**config.mk**
```make
export PLATFORM = sky130hd
export DESIGN_NAME = vox_voxel_stream_parser
export DESIGN_NICKNAME = d
export VERILOG_FILES = /design/src/vox_pkg.sv /design/src/vox_front.sv /design/src/vox_fifo.sv /design/src/vox_back.sv /design/src/vox_voxel_stream_parser.sv
export SDC_FILE = /design/constraint.sdc
export NUM_CORES = 1
export LEC_CHECK = 0
export ABC_AREA = 1
export BUFFER_PORTS_ARGS = -buffer_cell sky130_fd_sc_hd__buf_4
export CAP_MARGIN = 10
export CORE_MARGIN = 1
export CORE_UTILIZATION = 40
export CTS_CLUSTER_SIZE = 25
export DETAILED_ROUTE_END_ITERATION = 10
export PLACE_DENSITY = 0.68
export REMOVE_ABC_BUFFERS = 1
export SYNTH_ARGS = -nofsm -noshare
export SYNTH_HDL_FRONTEND = slang
export SYNTH_SLANG_ARGS = --single-unit
export TNS_END_PERCENT = 30
```
**constraint.sdc**
```tcl
create_clock -name clock -period 5.2 [get_ports clock]
set_input_delay 0 -clock clock [delete_from_list [all_inputs] [get_ports clock]]
set_output_delay 0 -clock clock [all_outputs]
set_load 0.01 [all_outputs]
```
**src/vox_pkg.sv**
```systemverilog
package vox_pkg;

   // Largest accepted model extent along any axis
   localparam int unsigned MAX_DIM = 128;

   // Queue between the parser and the result stage
   localparam int unsigned VOX_QDEPTH = 2;
   localparam int unsigned VOX_QPTR_W = (VOX_QDEPTH > 1) ? $clog2(VOX_QDEPTH) : 1;
   localparam int unsigned VOX_QCNT_W = $clog2(VOX_QDEPTH + 1);

   // Chunk tags, first byte in the top byte
   localparam logic [31:0] TAG_SIZE = 32'h53495A45;
   localparam logic [31:0] TAG_XYZI = 32'h58595A49;

   // Result kinds
   localparam logic [1:0] KIND_DIMS    = 2'd0;
   localparam logic [1:0] KIND_WRITE   = 2'd1;
   localparam logic [1:0] KIND_EMPTY   = 2'd2;
   localparam logic [1:0] KIND_ERROR   = 2'd3;

   // Error codes
   localparam logic [2:0] ERR_NONE     = 3'd0;
   localparam logic [2:0] ERR_HEADER   = 3'd1;
   localparam logic [2:0] ERR_DIMS     = 3'd2;
   localparam logic [2:0] ERR_NO_XYZI  = 3'd3;
   localparam logic [2:0] ERR_BOUNDS   = 3'd4;
   localparam logic [2:0] ERR_EARLY    = 3'd5;

   typedef struct packed {
      logic [7:0] data_byte;
      logic       last_byte;
   } vox_req_type;

   typedef struct packed {
      logic [1:0]        result_kind;
      logic [20:0]       write_address;
      logic signed [7:0] voxel_value;
      logic [7:0]        size_x;
      logic [7:0]        size_y;
      logic [7:0]        size_z;
      logic [2:0]        error_code;
      logic              final_result;
   } vox_rsp_type;

   // One classified result on its way to the result stage.
   // Address = (mul_a * mul_b + add_c) * scale + off_x, all zero unless a write.
   typedef struct packed {
      logic [1:0] kind;
      logic [2:0] err;
      logic       fin;
      logic [7:0] value;
      logic [7:0] sx;
      logic [7:0] sy;
      logic [7:0] sz;
      logic [6:0] mul_a;
      logic [7:0] mul_b;
      logic [6:0] add_c;
      logic [7:0] scale;
      logic [6:0] off_x;
   } vox_entry_type;

   // Fixed 16-byte file header: "VOX ", 150, "MAIN", 0
   function automatic logic [7:0] hdr_byte(input logic [3:0] idx);
      logic [7:0] b;
      case (idx)
         4'd0:    b = 8'h56;
         4'd1:    b = 8'h4F;
         4'd2:    b = 8'h58;
         4'd3:    b = 8'h20;
         4'd4:    b = 8'h96;
         4'd8:    b = 8'h4D;
         4'd9:    b = 8'h41;
         4'd10:   b = 8'h49;
         4'd11:   b = 8'h4E;
         default: b = 8'h00;
      endcase
      return b;
   endfunction

endpackage

```
**src/vox_front.sv**
```systemverilog
module vox_front (
   input  logic               clock,
   input  logic               reset,
   input  logic               take,
   input  vox_pkg::vox_req_type req,
   input  logic               swap_y_z,
   output logic               push,
   output vox_pkg::vox_entry_type entry
);
   import vox_pkg::*;

   typedef enum logic [2:0] {
      PH_HDR, PH_SKIP4, PH_CHDR, PH_SKIPCH, PH_DIMS, PH_XHDR, PH_COUNT, PH_VOX
   } phase_type;

   phase_type   phase_ff, phase_in;
   logic [4:0]  cnt_ff, cnt_in;
   logic [31:0] tag_ff, tag_in;
   logic [31:0] gather_ff, gather_in;
   logic [32:0] skip_ff, skip_in;
   logic [7:0]  ext_ff [3];
   logic [7:0]  ext_in [3];
   logic [31:0] vleft_ff, vleft_in;
   logic [7:0]  coord_ff [3];
   logic [7:0]  coord_in [3];
   logic        done_ff, done_in;

   logic [7:0]  b;
   logic [31:0] gword;
   logic [1:0]  dim_idx;
   logic        have;
   logic        oob;

   assign b     = req.data_byte;
   assign gword = gather_ff | (32'(b) << {cnt_ff[1:0], 3'b000});

   // Parse step for one accepted beat
   always_comb begin
      phase_in  = phase_ff;
      cnt_in    = cnt_ff;
      tag_in    = tag_ff;
      gather_in = gather_ff;
      skip_in   = skip_ff;
      ext_in    = ext_ff;
      vleft_in  = vleft_ff;
      coord_in  = coord_ff;
      done_in   = done_ff;
      have      = 1'b0;
      entry     = '0;
      dim_idx   = 2'd2;
      oob       = 1'b0;

      if (cnt_ff[4:2] inside {3'd0, 3'd3, 3'd6}) begin
         dim_idx = 2'd0;
      end else if (cnt_ff[4:2] inside {3'd1, 3'd4, 3'd7}) begin
         dim_idx = 2'd1;
      end

      if (take && !done_ff) begin
         case (phase_ff)
            PH_HDR: begin
               if (b != hdr_byte(cnt_ff[3:0])) gather_in = gather_ff | 32'd1;
               cnt_in = cnt_ff + 5'd1;
               if (cnt_ff >= 5'd15) begin
                  if (gather_in[0]) begin
                     have      = 1'b1;
                     entry.kind = KIND_ERROR;
                     entry.err  = ERR_HEADER;
                  end
                  phase_in  = PH_SKIP4;
                  cnt_in    = '0;
                  gather_in = '0;
               end
            end
            PH_SKIP4: begin
               cnt_in = cnt_ff + 5'd1;
               if (cnt_ff >= 5'd3) begin
                  phase_in = PH_CHDR;
                  cnt_in   = '0;
               end
            end
            PH_CHDR, PH_XHDR: begin
               if (cnt_ff < 5'd4) tag_in = {tag_ff[23:0], b};
               else gather_in = gword;
               if (cnt_ff == 5'd7) begin
                  skip_in   = {1'b0, gword};
                  gather_in = '0;
               end
               cnt_in = cnt_ff + 5'd1;
               if (cnt_ff >= 5'd11) begin
                  skip_in   = skip_ff + {1'b0, gword};
                  gather_in = '0;
                  cnt_in    = '0;
                  if (phase_ff == PH_XHDR) begin
                     if (tag_ff != TAG_XYZI) begin
                        have       = 1'b1;
                        entry.kind = KIND_ERROR;
                        entry.err  = ERR_NO_XYZI;
                     end else begin
                        phase_in = PH_COUNT;
                     end
                  end else if (tag_ff == TAG_SIZE) begin
                     phase_in = PH_DIMS;
                  end else if (skip_in != '0) begin
                     phase_in = PH_SKIPCH;
                  end
                  if (phase_in != PH_SKIPCH) skip_in = '0;
                  tag_in = '0;
               end
            end
            PH_SKIPCH: begin
               if (skip_ff != '0) skip_in = skip_ff - 33'd1;
               if (skip_in == '0) phase_in = PH_CHDR;
            end
            PH_DIMS: begin
               gather_in = gword;
               if (cnt_ff[1:0] == 2'd3) begin
                  ext_in[dim_idx] = (gword >= 32'd1 && gword <= 32'(MAX_DIM)) ?
                                    gword[7:0] : 8'd0;
                  gather_in = '0;
               end
               cnt_in = cnt_ff + 5'd1;
               if (cnt_ff >= 5'd11) begin
                  cnt_in = '0;
                  have   = 1'b1;
                  if (ext_in[0] == '0 || ext_in[1] == '0 || ext_in[2] == '0) begin
                     entry.kind = KIND_ERROR;
                     entry.err  = ERR_DIMS;
                  end else begin
                     entry.kind = KIND_DIMS;
                     entry.sx   = ext_in[0];
                     entry.sy   = swap_y_z ? ext_in[2] : ext_in[1];
                     entry.sz   = swap_y_z ? ext_in[1] : ext_in[2];
                     phase_in   = PH_XHDR;
                  end
               end
            end
            PH_COUNT: begin
               gather_in = gword;
               cnt_in    = cnt_ff + 5'd1;
               if (cnt_ff >= 5'd3) begin
                  vleft_in  = gword;
                  gather_in = '0;
                  cnt_in    = '0;
                  if (gword == '0 || gword[31]) begin
                     have       = 1'b1;
                     entry.kind = KIND_EMPTY;
                     entry.fin  = 1'b1;
                     done_in    = 1'b1;
                  end else begin
                     phase_in = PH_VOX;
                  end
               end
            end
            PH_VOX: begin
               if (cnt_ff < 5'd3) begin
                  coord_in[cnt_ff[1:0]] = b;
                  cnt_in = cnt_ff + 5'd1;
               end else begin
                  cnt_in = '0;
                  have   = 1'b1;
                  // signed-negative coordinates have the top bit set
                  oob = coord_ff[0][7] || coord_ff[1][7] || coord_ff[2][7] ||
                        coord_ff[0] >= ext_ff[0] || coord_ff[1] >= ext_ff[1] ||
                        coord_ff[2] >= ext_ff[2];
                  if (oob) begin
                     entry.kind = KIND_ERROR;
                     entry.err  = ERR_BOUNDS;
                  end else begin
                     entry.kind  = KIND_WRITE;
                     entry.value = b;
                     entry.mul_a = swap_y_z ? coord_ff[1][6:0] : coord_ff[2][6:0];
                     entry.mul_b = swap_y_z ? ext_ff[2] : ext_ff[1];
                     entry.add_c = swap_y_z ? coord_ff[2][6:0] : coord_ff[1][6:0];
                     entry.scale = ext_ff[0];
                     entry.off_x = coord_ff[0][6:0];
                     vleft_in    = vleft_ff - 32'd1;
                     if (vleft_in == '0) begin
                        entry.fin = 1'b1;
                        done_in   = 1'b1;
                     end
                  end
               end
            end
            default: begin
               done_in = 1'b1;
            end
         endcase
         // every error closes the stream
         if (have && entry.kind == KIND_ERROR) begin
            entry.fin = 1'b1;
            done_in   = 1'b1;
         end
      end

      // last beat: flag an early end, then start over
      if (take && req.last_byte) begin
         if (!done_ff && !(have && entry.fin)) begin
            have       = 1'b1;
            entry      = '0;
            entry.kind = KIND_ERROR;
            entry.err  = ERR_EARLY;
            entry.fin  = 1'b1;
         end
         phase_in  = PH_HDR;
         cnt_in    = '0;
         tag_in    = '0;
         gather_in = '0;
         skip_in   = '0;
         ext_in    = '{default: '0};
         vleft_in  = '0;
         coord_in  = '{default: '0};
         done_in   = 1'b0;
      end
   end

   assign push = take && have;

   // Parse state
   always_ff @(posedge clock) begin
      if (reset) begin
         phase_ff  <= PH_HDR;
         cnt_ff    <= '0;
         tag_ff    <= '0;
         gather_ff <= '0;
         skip_ff   <= '0;
         ext_ff    <= '{default: '0};
         vleft_ff  <= '0;
         coord_ff  <= '{default: '0};
         done_ff   <= 1'b0;
      end else begin
         phase_ff  <= phase_in;
         cnt_ff    <= cnt_in;
         tag_ff    <= tag_in;
         gather_ff <= gather_in;
         skip_ff   <= skip_in;
         ext_ff    <= ext_in;
         vleft_ff  <= vleft_in;
         coord_ff  <= coord_in;
         done_ff   <= done_in;
      end
   end

endmodule

```
**src/vox_fifo.sv**
```systemverilog
module vox_fifo (
   input  logic                   clock,
   input  logic                   reset,
   input  logic                   push,
   input  vox_pkg::vox_entry_type push_data,
   input  logic                   pop,
   output vox_pkg::vox_entry_type pop_data,
   output logic                   not_empty,
   output logic                   full
);
   import vox_pkg::*;

   vox_entry_type         slot_ff [VOX_QDEPTH];
   logic [VOX_QPTR_W-1:0] wr_ptr_ff, wr_ptr_in;
   logic [VOX_QPTR_W-1:0] rd_ptr_ff, rd_ptr_in;
   logic [VOX_QCNT_W-1:0] count_ff, count_in;
   logic                  do_push, do_pop;

   assign not_empty = (count_ff != '0);
   assign full      = (count_ff == VOX_QCNT_W'(VOX_QDEPTH));
   assign do_push   = push && !full;
   assign do_pop    = pop && not_empty;
   assign pop_data  = slot_ff[rd_ptr_ff];

   // Pointer and fill count update
   always_comb begin
      wr_ptr_in = wr_ptr_ff;
      rd_ptr_in = rd_ptr_ff;
      count_in  = count_ff;
      if (do_push) begin
         wr_ptr_in = (wr_ptr_ff == VOX_QPTR_W'(VOX_QDEPTH - 1)) ? '0 : wr_ptr_ff + 1'b1;
      end
      if (do_pop) begin
         rd_ptr_in = (rd_ptr_ff == VOX_QPTR_W'(VOX_QDEPTH - 1)) ? '0 : rd_ptr_ff + 1'b1;
      end
      if (do_push && !do_pop) count_in = count_ff + 1'b1;
      else if (do_pop && !do_push) count_in = count_ff - 1'b1;
   end

   always_ff @(posedge clock) begin
      if (reset) begin
         wr_ptr_ff <= '0;
         rd_ptr_ff <= '0;
         count_ff  <= '0;
      end else begin
         wr_ptr_ff <= wr_ptr_in;
         rd_ptr_ff <= rd_ptr_in;
         count_ff  <= count_in;
      end
   end

   // Entry storage
   always_ff @(posedge clock) begin
      if (do_push) slot_ff[wr_ptr_ff] <= push_data;
   end

endmodule

```
**src/vox_back.sv**
```systemverilog
module vox_back (
   input  logic                   clock,
   input  logic                   reset,
   input  logic                   q_valid,
   input  vox_pkg::vox_entry_type q_entry,
   output logic                   q_pop,
   output logic                   rsp_valid,
   input  logic                   rsp_stall,
   output vox_pkg::vox_rsp_type   rsp_payload
);
   import vox_pkg::*;

   logic          s1_valid_ff;
   vox_entry_type s1_entry_ff;
   logic [14:0]   s1_part_ff;
   logic          out_valid_ff;
   vox_rsp_type   out_ff, out_in;
   logic          advance_out;
   logic          s1_load;
   logic [22:0]   full_addr;

   assign advance_out = !out_valid_ff || !rsp_stall;
   assign s1_load     = !s1_valid_ff || advance_out;
   assign q_pop       = q_valid && s1_load;

   // Second multiply: row offset times x extent plus x
   assign full_addr = 23'(s1_part_ff) * 23'(s1_entry_ff.scale) + 23'(s1_entry_ff.off_x);

   always_comb begin
      out_in               = '0;
      out_in.result_kind   = s1_entry_ff.kind;
      out_in.write_address = full_addr[20:0];
      out_in.voxel_value   = s1_entry_ff.value;
      out_in.size_x        = s1_entry_ff.sx;
      out_in.size_y        = s1_entry_ff.sy;
      out_in.size_z        = s1_entry_ff.sz;
      out_in.error_code    = s1_entry_ff.err;
      out_in.final_result  = s1_entry_ff.fin;
   end

   // Pipeline valids
   always_ff @(posedge clock) begin
      if (reset) begin
         s1_valid_ff  <= 1'b0;
         out_valid_ff <= 1'b0;
      end else begin
         if (advance_out) out_valid_ff <= s1_valid_ff;
         if (s1_load) s1_valid_ff <= q_valid;
      end
   end

   // Pipeline data; first multiply folds the slower axes together
   always_ff @(posedge clock) begin
      if (q_pop) begin
         s1_entry_ff <= q_entry;
         s1_part_ff  <= 15'(q_entry.mul_a) * 15'(q_entry.mul_b) + 15'(q_entry.add_c);
      end
      if (advance_out && s1_valid_ff) out_ff <= out_in;
   end

   assign rsp_valid   = out_valid_ff;
   assign rsp_payload = out_ff;

endmodule

```
**src/vox_voxel_stream_parser.sv**
```systemverilog
// Voxel model file parser. Feed the file one byte per beat on the req_ channel,
// marking its final byte with last_byte; each beat is parsed in the cycle it is
// accepted, so a byte can be taken every clock while req_stall is low. A beat
// yields at most one result beat on the rsp_ channel: the model dimensions, one
// dense-array write (address with x fastest, value), an empty-model notice or an
// error, and the last result of a file carries final_result. Results pass through
// a two-deep queue and a two-stage address multiply; req_stall rises only when
// that queue is full because rsp_stall holds results back. csr_write_data sets
// the Y/Z swap (reset on); the user must see that it is written only between
// files, as the block itself does not enforce it.
module vox_voxel_stream_parser (
   input  logic                 clock,
   input  logic                 reset,
   input  logic                 req_valid,
   output logic                 req_stall,
   input  vox_pkg::vox_req_type req_payload,
   output logic                 rsp_valid,
   input  logic                 rsp_stall,
   output vox_pkg::vox_rsp_type rsp_payload,
   input  logic                 csr_write_enable,
   input  logic                 csr_write_data
);
   import vox_pkg::*;

   logic          swap_ff;
   logic          q_full;
   logic          take;
   logic          push;
   vox_entry_type push_entry;
   logic          q_valid;
   logic          q_pop;
   vox_entry_type q_entry;

   // Axis swap register
   always_ff @(posedge clock) begin
      if (reset) begin
         swap_ff <= 1'b1;
      end else if (csr_write_enable) begin
         swap_ff <= csr_write_data;
      end
   end

   assign req_stall = q_full;
   assign take      = req_valid && !req_stall;

   vox_front u_front (
      .clock    (clock),
      .reset    (reset),
      .take     (take),
      .req      (req_payload),
      .swap_y_z (swap_ff),
      .push     (push),
      .entry    (push_entry)
   );

   vox_fifo u_fifo (
      .clock     (clock),
      .reset     (reset),
      .push      (push),
      .push_data (push_entry),
      .pop       (q_pop),
      .pop_data  (q_entry),
      .not_empty (q_valid),
      .full      (q_full)
   );

   vox_back u_back (
      .clock       (clock),
      .reset       (reset),
      .q_valid     (q_valid),
      .q_entry     (q_entry),
      .q_pop       (q_pop),
      .rsp_valid   (rsp_valid),
      .rsp_stall   (rsp_stall),
      .rsp_payload (rsp_payload)
   );

endmodule

```
==> After elaboration in Yosys (flattened, before gate mapping) <==
Memories as Yosys holds them, arrays and structs flattened. A register that Yosys moved wholly into a read port is not among the register bits.
Cells that the tools add are included.
W data, S select, Z words.
{ "word_totals": {"register_bits": 320, "latchBits": 0, "mem_bits_rw": 150, "romBits": 128, "inputBits": 15, "output_inout_bits": 61, "wordCells": 301, "mem_count": 2} }
{ "mem_list": {"columns": ["memory", "words", "width", "read_ports", "rd_clocked_by_memory_dff", "wr", "line_no", "text"], "rows": [
  ["u_fifo.slot_ff", 2, 75, 1, 1, 1, "vox_fifo.sv:13", "vox_entry_type slot_ff [VOX_QDEPTH];"],
  ["(name not given)", 16, 8, 1, 1, 0, "vox_pkg.sv:65", "case (idx)"]
]} }
{ "op_classes": {"addsub": 10, "n_mul": 2, "div_mod_pow": 0, "magnitude_cmp": 14, "n_eq_ne": 38, "shifts": 1, "muxes": 124, "bitwise_logic": 3, "reduce_logical": 69} }
{ "op_table": {"columns": ["op", "n"], "rows": [
  ["$mux W32", 13],
  ["$mux W75", 3],
  ["$mux W33", 6],
  ["$mux W24", 6],
  ["$pmux W32 S4", 1],
  ["$mux W37", 3],
  ["$mux W8", 9],
  ["$pmux W33 S2", 1],
  ["$reduce_bool A33 Y1", 2],
  ["$logic_not A32 Y1", 2],
  ["$pmux W32 S2", 1],
  ["$mux W5", 10],
  ["$bwmux W24", 2],
  ["$mux W3", 16],
  ["$add A33 B32 Y33", 1],
  ["$logic_not A33 Y1", 1],
  ["$sub A33 B1 Y33 const B", 1],
  ["$demux W8 S2", 2],
  ["$eq A32 B31 Y1 const B", 1],
  ["$ge A32 B1 Y1 const B", 1],
  ["$le A32 B8 Y1 const B", 1],
  ["$ne A32 B31 Y1 const B", 1],
  ["$or A32 B32 Y32", 1],
  ["$shl A8 B5 Y32", 1],
  ["58 further kinds", 175]
]} }

==> Depth between registers and ports, before layout <==
Gate-level depths: netlist of run 1.
{ "logic_depth": {"ltp_word": 35, "mapped_depth": 30, "mapped_depth_nobuf": 27} }

==> Hierarchy <==
From an unflattened synthesis of run 1, not the netlist that was laid out.
{ "unflattened": {"cells_unflattened": 3994, "hier_area_um2": 31921.9} }
{ "modules_own_cells": {"columns": ["module", "instances", "cells_each", "area_each_um2", "seq_area_each_um2"], "rows": [
  ["vox_front", 1, 2615, 15635.0, 3883.7],
  ["vox_back", 1, 1101, 10377.5, 3853.7],
  ["vox_fifo", 1, 270, 5854.4, 4604.4],
  ["vox_voxel_stream_parser", 1, 8, 55.1, 20.0]
]} }

==> Worst setup path before layout of run 1 <==
No wires, ideal clock.
{ "synth_path": {"path_kind": "register to register", "from": "reg u_front.cnt_ff[1]", "to": "mem u_fifo.slot_ff[1][0] in the netlist's numbering, enable pin", "setup_time_ns": 0.512, "arrival_ns": 5.042, "required_ns": 4.688, "slack_ns": -0.354, "stages_incl_launch_ff": 16, "n_path_buf": 1, "synth_period_minus_slack_ns": 5.554, "path_cell_list": "dfxtp_1 buf_4 o21ai_1 nor2_1 nand2_1 nor2_2 nand2_1 inv_2 a21oi_1 nor2_1 nand2_1 nand3b_1 nand2_1 nand2_1 inv_1 nor2_1"} }
{ "synth_between": {"elab_chain_cells": 29, "word_cells_on_any_way": 54, "cone_classes": "order compare: 6; eq/ne: 2; shift: 1; mux: 30; bitwise: 1; reduce/logical: 14"} }
{ "synth_lines": {"columns": ["element", "line_no", "text"], "rows": [
  ["start: declaration", "vox_front.sv:17", "logic [4:0] cnt_ff, cnt_in;"],
  ["start signal: assignment", "vox_front.sv:233", "cnt_ff <= cnt_in;"],
  ["$shl A8 B5 Y32", "vox_front.sv:35", "assign gword = gather_ff | (32'(b) << {cnt_ff[1:0], 3'b000});"],
  ["$or A32 B32 Y32", "vox_front.sv:35", null],
  ["$ge A32 B1 Y1 or $le A32 B8 Y1 (tied branches)", "vox_front.sv:118", "ext_in[dim_idx] = (gword >= 32'd1 && gword <= 32'(MAX_DIM)) ?"],
  ["$logic_and A1 B1 Y1", "vox_front.sv:118", null],
  ["$mux W8", "vox_front.sv:118", null],
  ["$bwmux W24", "vox_front.sv:118", null],
  ["$mux W24", "vox_front.sv:117", "if (cnt_ff[1:0] == 2'd3) begin"],
  ["$mux W24", "vox_front.sv:60", "case (phase_ff)"],
  ["[... 14 more ...]", null, null],
  ["$logic_and A1 B1 Y1", "vox_front.sv:198", "if (!done_ff && !(have && entry.fin)) begin"],
  ["$mux W1", "vox_front.sv:198", null],
  ["$mux W1 *", "vox_front.sv:197", "if (take && req.last_byte) begin"],
  ["$logic_and A1 B1 Y1 *", "vox_front.sv:217", "assign push = take && have;"],
  ["$logic_and A1 B1 Y1 *", "vox_fifo.sv:21", "assign do_push = push && !full;"],
  ["via u_fifo.do_push", "vox_fifo.sv:17", "logic do_push, do_pop;"],
  ["$mux W1 *", "vox_fifo.sv:54", "if (do_push) slot_ff[wr_ptr_ff] <= push_data;"],
  ["$mux W1 (implied by the code) *", "vox_fifo.sv:54", null],
  ["end: declaration", "vox_fifo.sv:13", null]
]} }
The timed path passes the listed nets; every way through them passes the cells marked *. The select of a mux whose other input is x is not followed.

==> Worst setup path in the final report of run 1 <==
{ "layout_path": {"from": "reg u_back.s1_part_ff[5]", "to": "reg u_back.out_ff (netlist bit u_back.rsp_payload[54]) (data pin)"} }
{ "layout_between": {"elab_chain_cells": 2} }
{ "layout_lines": {"columns": ["element", "line_no", "text"], "rows": [
  ["start: declaration", "vox_back.sv:15", "logic [14:0] s1_part_ff;"],
  ["start signal: assignment", "vox_back.sv:56", "s1_part_ff <= 15'(q_entry.mul_a) * 15'(q_entry.mul_b) + 15'(q_entry.add_c);"],
  ["$mul A15 B8 Y21", "vox_back.sv:27", "assign full_addr = 23'(s1_part_ff) * 23'(s1_entry_ff.scale) + 23'(s1_entry_ff.off_x);"],
  ["$add A21 B7 Y21", "vox_back.sv:27", null],
  ["via u_back.full_addr[18]", "vox_back.sv:20", "logic [22:0] full_addr;"],
  ["end signal: assignment", "vox_back.sv:58", "if (advance_out && s1_valid_ff) out_ff <= out_in;"],
  ["end: declaration", "vox_back.sv:17", "vox_rsp_type out_ff, out_in;"]
]} }
The timed path passes the listed nets, and every way through them passes these cells.
A chain may end at the register's enable or synchronous reset.

==> impl_results.md, run 1 <==
- Outcome: finished clean
- Synth Area in XOR/XNOR: under 10%
- Distinct cells, synth: 55
- Die X: between 200 and 300 µm
- Fillcell total: around 7,500
- # rows: 101
- Worst path required time: 5.55 ns
- Clk Latency, worst-skew pair: roughly 0.62 ns
- Via density per instance: 5.04
- Yosys warns: 0
- FF-to-FF setup slack: roughly 0.27 ns
- Layout net count: approximately 4,300
- IO Pins: 76
- Max Clock Skew: ~0.032 ns
- Top-area cell type share of the netlist area: a little over a quarter
- Commonest cells post-synth: nand2_1 (980), inv_1 (623), nor2_1 (379), a21oi_1 (304), edfxtp_1 (277)
- Clock Sinks: between 400 and 500
- Initial DRT Pass Iterations: 6
- P per Cell Area: approximately 780 nW/µm²
- CP Class: register to register
- Non-filler cells, final: approximately 5,000
- Layout cells sized above 1: 9.59%
- RSZ-0062 raised after global routing: true
- Via Count: 25,600
- Worst path top cell family by delay: adder cells
- Total gr overflow: 0
- VDD IR max: 1130 µV
- Die area: ~79,000 µm²
- Post-synth top area cell: edfxtp_1
- First-pass GRT wire length: 130 mm
- Slowest cell on crit path: fa_1
- Crit. End Element: register
- Reg clk slew, reported paths: 0.06 ns
- DRT antenna net count: 0
- CTS H-Tree Depth: 2
- Max Cap Viol: 0
- Compound-Gate Fraction of Synth Area: 9.29%
- Worst Path Arrival: approximately 5.3 ns
- Fin crit period: 4.93 ns
- Main flop type after synthesis: edfxtp_1
- Layout Utilization: between 40% and 50%
- Root buf cell: clkbuf_16
- Register area: 12,400 µm²
- Adder-Cell Fraction of Synth Area: 13.8%
- Largest family of logic cells by synthesized area: simple AND/OR/NAND/NOR gates
- Inst Count DP: 4,967
- Flops & latches, synth: ~480
- # port buffers: 75
- Area Growth Syn to Fin: 12.8%
- Synth Area per Inst: roughly 7.9 µm²
- Post-synthesis sequential area ratio: 39.7%
- ANT cells: 0
- Chip height: 281 µm
- Final setup vio count: 0
- Synth Area in Simple Gates: between 20 and 25%
- Most numerous cell in the Yosys netlist: nand2_1
- Drt total wl: 81.3 mm
- Fin crit share: 94.7%
- Critical-path cell list: nand2_1 -> fa_1 -> inv_1 -> fa_1 -> fa_1 -> fa_1 -> ha_1 -> buf_4 -> nand2_1 -> nand2_1 -> a21oi_1 -> o21ai_1 -> a21oi_1 -> o21bai_1 -> nand2_1 -> nand2_1 -> a21oi_1 -> o21ai_1 -> nand3_1 -> nand2_1 -> nand2_1 -> nand2_1
- Synth Cell Area: 31,100 µm²
- Design area: 35,100 µm²
- Number of enable flip-flop cells after synthesis: between 200 and 300
- Fmax: 203 MHz
- CP Max Fanout: 8
- Area of the multi-input gates: 15,800 µm²
- CTS tree: yes
- Initial antenna violation count: 0
- Gate Count Post-Synth: just under 4,000
- Final hold vios: 0
- CP max stage delay: 0.57 ns
- HP Class: primary input to register
- Ys async rst share: 0%
- WL/cell: around 16 µm
- Initial Utilization: 40.7%
- CTS Buffer Depth: 3
- Leakage dissipation: about 16 nW
- CP most frequent cell: nand2_1
- DP Wirelength: 61.4 mm
- Worst Path Buf+Inv: 2
- Core box area: 76,500 µm²
- Mux share of post-synthesis cell area: between 2 and 2.5%
- Vias in the first global route: roughly 24,000
- Placer Congestion: roughly 0.98
- Worst-margin pin slew: 1.01 ns
- Instance area at placement: between 30,000 and 40,000 µm²
- GRT Util Overall: 20.6%
- DRT iter0 DRCs: 2,011
- Post-route DRC: 0
- Slew margin rel.: between 30% and 40%
- Total CTS buffers: 52
- Top cells by area, synth: edfxtp_1 (27%), dfxtp_1 (13%), nand2_1 (12%), fa_1 (7.8%), inv_1 (7.5%)
- Hold Slack: between 0.1 and 0.15 ns
- CP Launch Type: register
- Largest net degree at the start of global routing: 82
- Slew Viols, Final: 0
-- stage by stage --
step / TNS [ns] / setup WS, ns / power, mW
floorplan: -724.34 / -2.39 / 19.1
global placement: -0.0303 / -0.0303 / 23.1
detailed placement: -0.318 / -0.170 / 23.5
CTS: 0 / 0.00431 / 27.5
global route: -0.0321 / -0.0187 / 30.4
finish: 0 / 0.274 / 27.4
-- worst paths after layout --
kind | startpoint | to | cells after the start
worst max-delay path | u_back.s1_part_ff[5]$_DFFE_PP_ | u_back.rsp_payload[54]$_DFFE_PP_ | 22
worst max register to register | u_back.s1_part_ff[5]$_DFFE_PP_ | u_back.rsp_payload[54]$_DFFE_PP_ | 22
worst min-delay path | reset | u_back.s1_valid_ff$_SDFFE_PP0N_ | 3
worst min register to register | u_back.out_in[11]$_DFFE_PP_ | u_back.rsp_payload[11]$_DFFE_PP_ | 0
-- state kept, by name, indices dropped and copies added, names as in the netlist, 2 cells and up, named ones only --
name / cells
u_back.rsp_payload: 59
u_front.ext_ff: 24
u_front.skip_ff: 33
u_fifo.slot_ff: 150
u_front.gather_ff: 32
u_front.coord_ff: 24
u_front.cnt_ff: 5
u_back.out_in: 38
u_fifo.count_ff: 2
u_back.s1_entry_ff: 15
u_front.tag_ff: 32
u_front.vleft_ff: 32
u_front.phase_ff: 3
u_back.s1_part_ff: 15
-- layout make-up --
class / instances / area share (%)
Clock buffer: 70 / 4.18
Clock inverter: 27 / 0.881
Inverter: 627 / 6.71
Multi-Input combinational cell: 2670 / 45.1
Sequential cell: 479 / 35.2
Tap cell: 1030 / 3.67
Timing Repair Buffer: 184 / 4.17
-- where the power goes --
part	total (mW)	internal, mW	switching (mW)
Sequential	6.24	5.89	0.356
Combinational	17.3	7.65	9.66
Clock	3.82	2.20	1.61
Total	27.4	15.7	11.6
-- logic make-up (layout without fill, tap and decap cells) --
kind of cell               Yosys count  count (layout)
DFF                                479             479
adders and majority gates          270             270
muxes                               62              62
AOI/OAI and AO/OA                  542             542
and+or+nand+nor                   1692            1692
buffers and inverters              772             908
xor gates and xnor gates           104             104
-- metal layers --
metal	global-route usage (%)	share of wire (%)	up-vias
li1	-	-	12800
met1	27.3	44	12000
met2	35.0	48	763
met3	2.70	5.8	144
met4	6.05	2.7	0
met5	0	0	-
-- worst min-delay path, cell delays in order --
cell           delay [ns]
dlygate4sd3_1        0.53
buf_4                0.13
a21oi_1              0.04
-- cells in the final DEF, fill, tap and decap left out, types with 44 or more instances in the layout --
cell | Yosys | routed
nand2_1 | 980 | 979
nand4_1 | 44 | 44
ha_1 | 149 | 149
fa_1 | 121 | 121
xor2_1 | 53 | 53
buf_4 | 2 | 164
o21ai_0 | 160 | 148
clkbuf_16 | 0 | 54
inv_1 | 623 | 621
a21oi_1 | 304 | 303
edfxtp_1 | 277 | 277
nand3_1 | 180 | 179
mux2_2 | 59 | 59
nor2_1 | 379 | 373
dfxtp_1 | 202 | 200
xnor2_1 | 51 | 51
-- repair_timing --
| item | CTS | global route |
|---|---|---|
| setup endpoints to repair | 3 | 7 |
| buffers inserted | 2 | 6 |
| hold endpoints to repair | 79 | 0 |
| gates cloned | 0 | 0 |
| hold buffers | 14 | 0 |
| pin swaps | 0 | 0 |
| gates resized for setup | 1 | 18 |
Power figures use the tool's default switching activity.
==> run 2, diff against run 1 <==
--- a/config.mk
+++ b/config.mk
@@ -12,7 +12,7 @@
 export CORE_UTILIZATION = 40
 export CTS_CLUSTER_SIZE = 25
 export DETAILED_ROUTE_END_ITERATION = 10
-export PLACE_DENSITY = 0.68
+export PLACE_DENSITY = 0.66
 export REMOVE_ABC_BUFFERS = 1
 export SYNTH_ARGS = -nofsm -noshare
 export SYNTH_HDL_FRONTEND = slang
==> constraint.sdc (replaced) <==
create_clock -name clock -period 6.3 [get_ports clock]
set_input_delay 0 -clock clock [delete_from_list [all_inputs] [get_ports clock]]
set_output_delay 0 -clock clock [all_outputs]
set_load 0.01 [all_outputs]
==> impl_results.md, run 2 (synthesized netlist as in run 1, its figures left out) <==
- Max Cap Viol: 0
- Sw Ratio: 43.0%
- IO Pins: 76
- Commonest cells after routing, fill and taps aside: nand2_1 (979), inv_1 (621), nor2_1 (373), a21oi_1 (304), edfxtp_1 (277)
- Crit. End Element: register
- FF-to-FF setup slack: 0.81 ns
- Final setup margin: 0.810 ns
- Chip height: between 200 and 300 µm
- Largest net degree at the start of global routing: 74
- Hold Slack: 0.0393 ns
- CTS Buffer Depth: 3
- WL/cell: approximately 16 µm
- DRT antenna net count: 0
- # rows: approximately 100
- Inst Count DP: 4,924
- Initial antenna violation count: 1
- DRT iter0 DRCs: just over 2,000
- Clock power share: 14.1%
- Worst path required time: between 6 and 7 ns
- CP Class: register to register
- Slew Viols, Final: 0
- Non-filler cells, final: just over 5,000
- Fin crit period: roughly 5.5 ns
- Fillcell total: ~7,600
- Core box area: 76,500 µm²
- Slew margin rel.: 19.2%
- Fmax: 182 MHz
- DP Wirelength: 60.6 mm
- Vias in the first global route: 23,900
- CTS tree: yes
- Biggest register: u_fifo.slot_ff
- Max Clock Skew: around 0.033 ns
- Instance area at placement: about 33,000 µm²
- Comb pwr share: 61.8%
- Setup TNS Final: 0 ns
- Total power: between 20 and 25 mW
- Outcome: finished clean
- Max FFs per register: 150
- GRT Util Overall: slightly above 20%
- Placer Congestion: 0.956
- Sequential Power Share: 24.1%
- Initial Utilization: between 40% and 50%
- Reg clk slew, reported paths: 0.06 ns
- Design area: 34,600 µm²
- Final setup vio count: 0
- ANT cells: 0
- P per Cell Area: 630 nW/µm²
- Total gr overflow: 0
- Total CTS buffers: 51
- Initial DRT Pass Iterations: 6
- HP Class: primary input to register
- # port buffers: 75
- Die X: 281 µm
- Final hold vios: 0
- Switching power: 9.37 mW
- Root buf cell: clkbuf_16
- CP Launch Type: register
- Dpl ws: 0.766 ns
- Post-route DRC: 0
- Leakage dissipation: 15.6 nW
- Layout Utilization: 45.2%
- First-pass GRT wire length: 129 mm
- CTS H-Tree Depth: 2
- VDD IR max: 818 µV
- Fin crit share: between 80% and 90%
- Worst-margin pin slew: 1.21 ns
- Layout net count: between 4,000 and 5,000
- Worst Path Arrival: 5.82 ns
- Clk Latency, worst-skew pair: roughly 0.61 ns
- Layout cells sized above 1: 8.12%
- Most common cell after layout, fill and taps aside: nand2_1
- Via Count: 25,100
- Internal power: 12.4 mW
- RSZ-0062 raised after global routing: false
- Drt total wl: about 82 mm
- CP Max Fanout: 57
- Die area: just under 80,000 µm²
- Via density per instance: 5.00
- Area Growth Syn to Fin: 11.1%
- Clock Sinks: 479
## run 2: cell type report
cell class	count	area (µm²)	area share [%]
Multi-Input combinational cell	2670	15800	45.8
Sequential cell	479	12400	35.8
Inverter	627	2360	6.81
Clock buffer	63	1360	3.94
Tap cell	1030	1290	3.73
Timing Repair Buffer	131	1040	3.01
Clock inverter	33	338	0.977
## run 2: worst max-delay path: stages, from the launching register on
cell,delay (ns)
dfxtp_4,0.77
mux2i_1,0.59
nor2_1,0.13
fa_1,0.49
fa_1,0.50
ha_1,0.29
inv_1,0.05
fa_1,0.54
inv_1,0.04
ha_1,0.34
nand2_1,0.07
o21ai_0,0.30
a21oi_1,0.12
inv_1,0.07
a21oi_1,0.08
o21ai_0,0.27
nand3_1,0.11
nand2_1,0.11
a21oi_1,0.07
nor2_1,0.08
nor2_1,0.05
xor2_1,0.13
## run 2: final timing paths
path                                    start  cells past startpoint                                to
setup / recovery                     register                     21   u_back.s1_part_ff[14]$_DFFE_PP_
hold reg to reg   u_back.out_in[23]$_DFFE_PP_                      0  u_back.rsp_payload[23]$_DFFE_PP_
hold / removal                 req_payload[0]                      5   u_fifo.slot_ff[1][69]$_DFFE_PP_
setup reg to reg                     register                     21   u_back.s1_part_ff[14]$_DFFE_PP_
## run 2: power groups by stage
| stage | logic, mW | clock network [mW] | registers (mW) |
|---|---|---|---|
| 6_report | 13.5 | 3.07 | 5.25 |
| 5_1_grt | 15.7 | 3.25 | 5.32 |
| 4_1_cts | 13.8 | 3.14 | 5.26 |
| 3_5_place_dp | 13.6 | 0 | 5.32 |
| 3_3_place_gp | 13.3 | 0 | 5.32 |
| 2_1_floorplan | 10.5 | 0 | 5.32 |
## run 2: what timing repair did
| item | CTS | global route |
|---|---|---|
| hold buffers | 13 | 0 |
| endpoints found under the hold margin | 66 | 0 |
| buffers inserted | 0 | 0 |
| gates resized for setup | 0 | 0 |
## run 2: layer usage
metal | global-route usage (%) | wire length, µm | vias up | share of wire [%]
met3 | 2.60 | 4850 | 116 | 5.9
met1 | 27.9 | 36200 | 11700 | 44
li1 | - | - | 12600 | -
met4 | 5.37 | 1840 | 2 | 2.2
met2 | 34.7 | 38700 | 670 | 47
met5 | 0 | 13 | - | 0.016
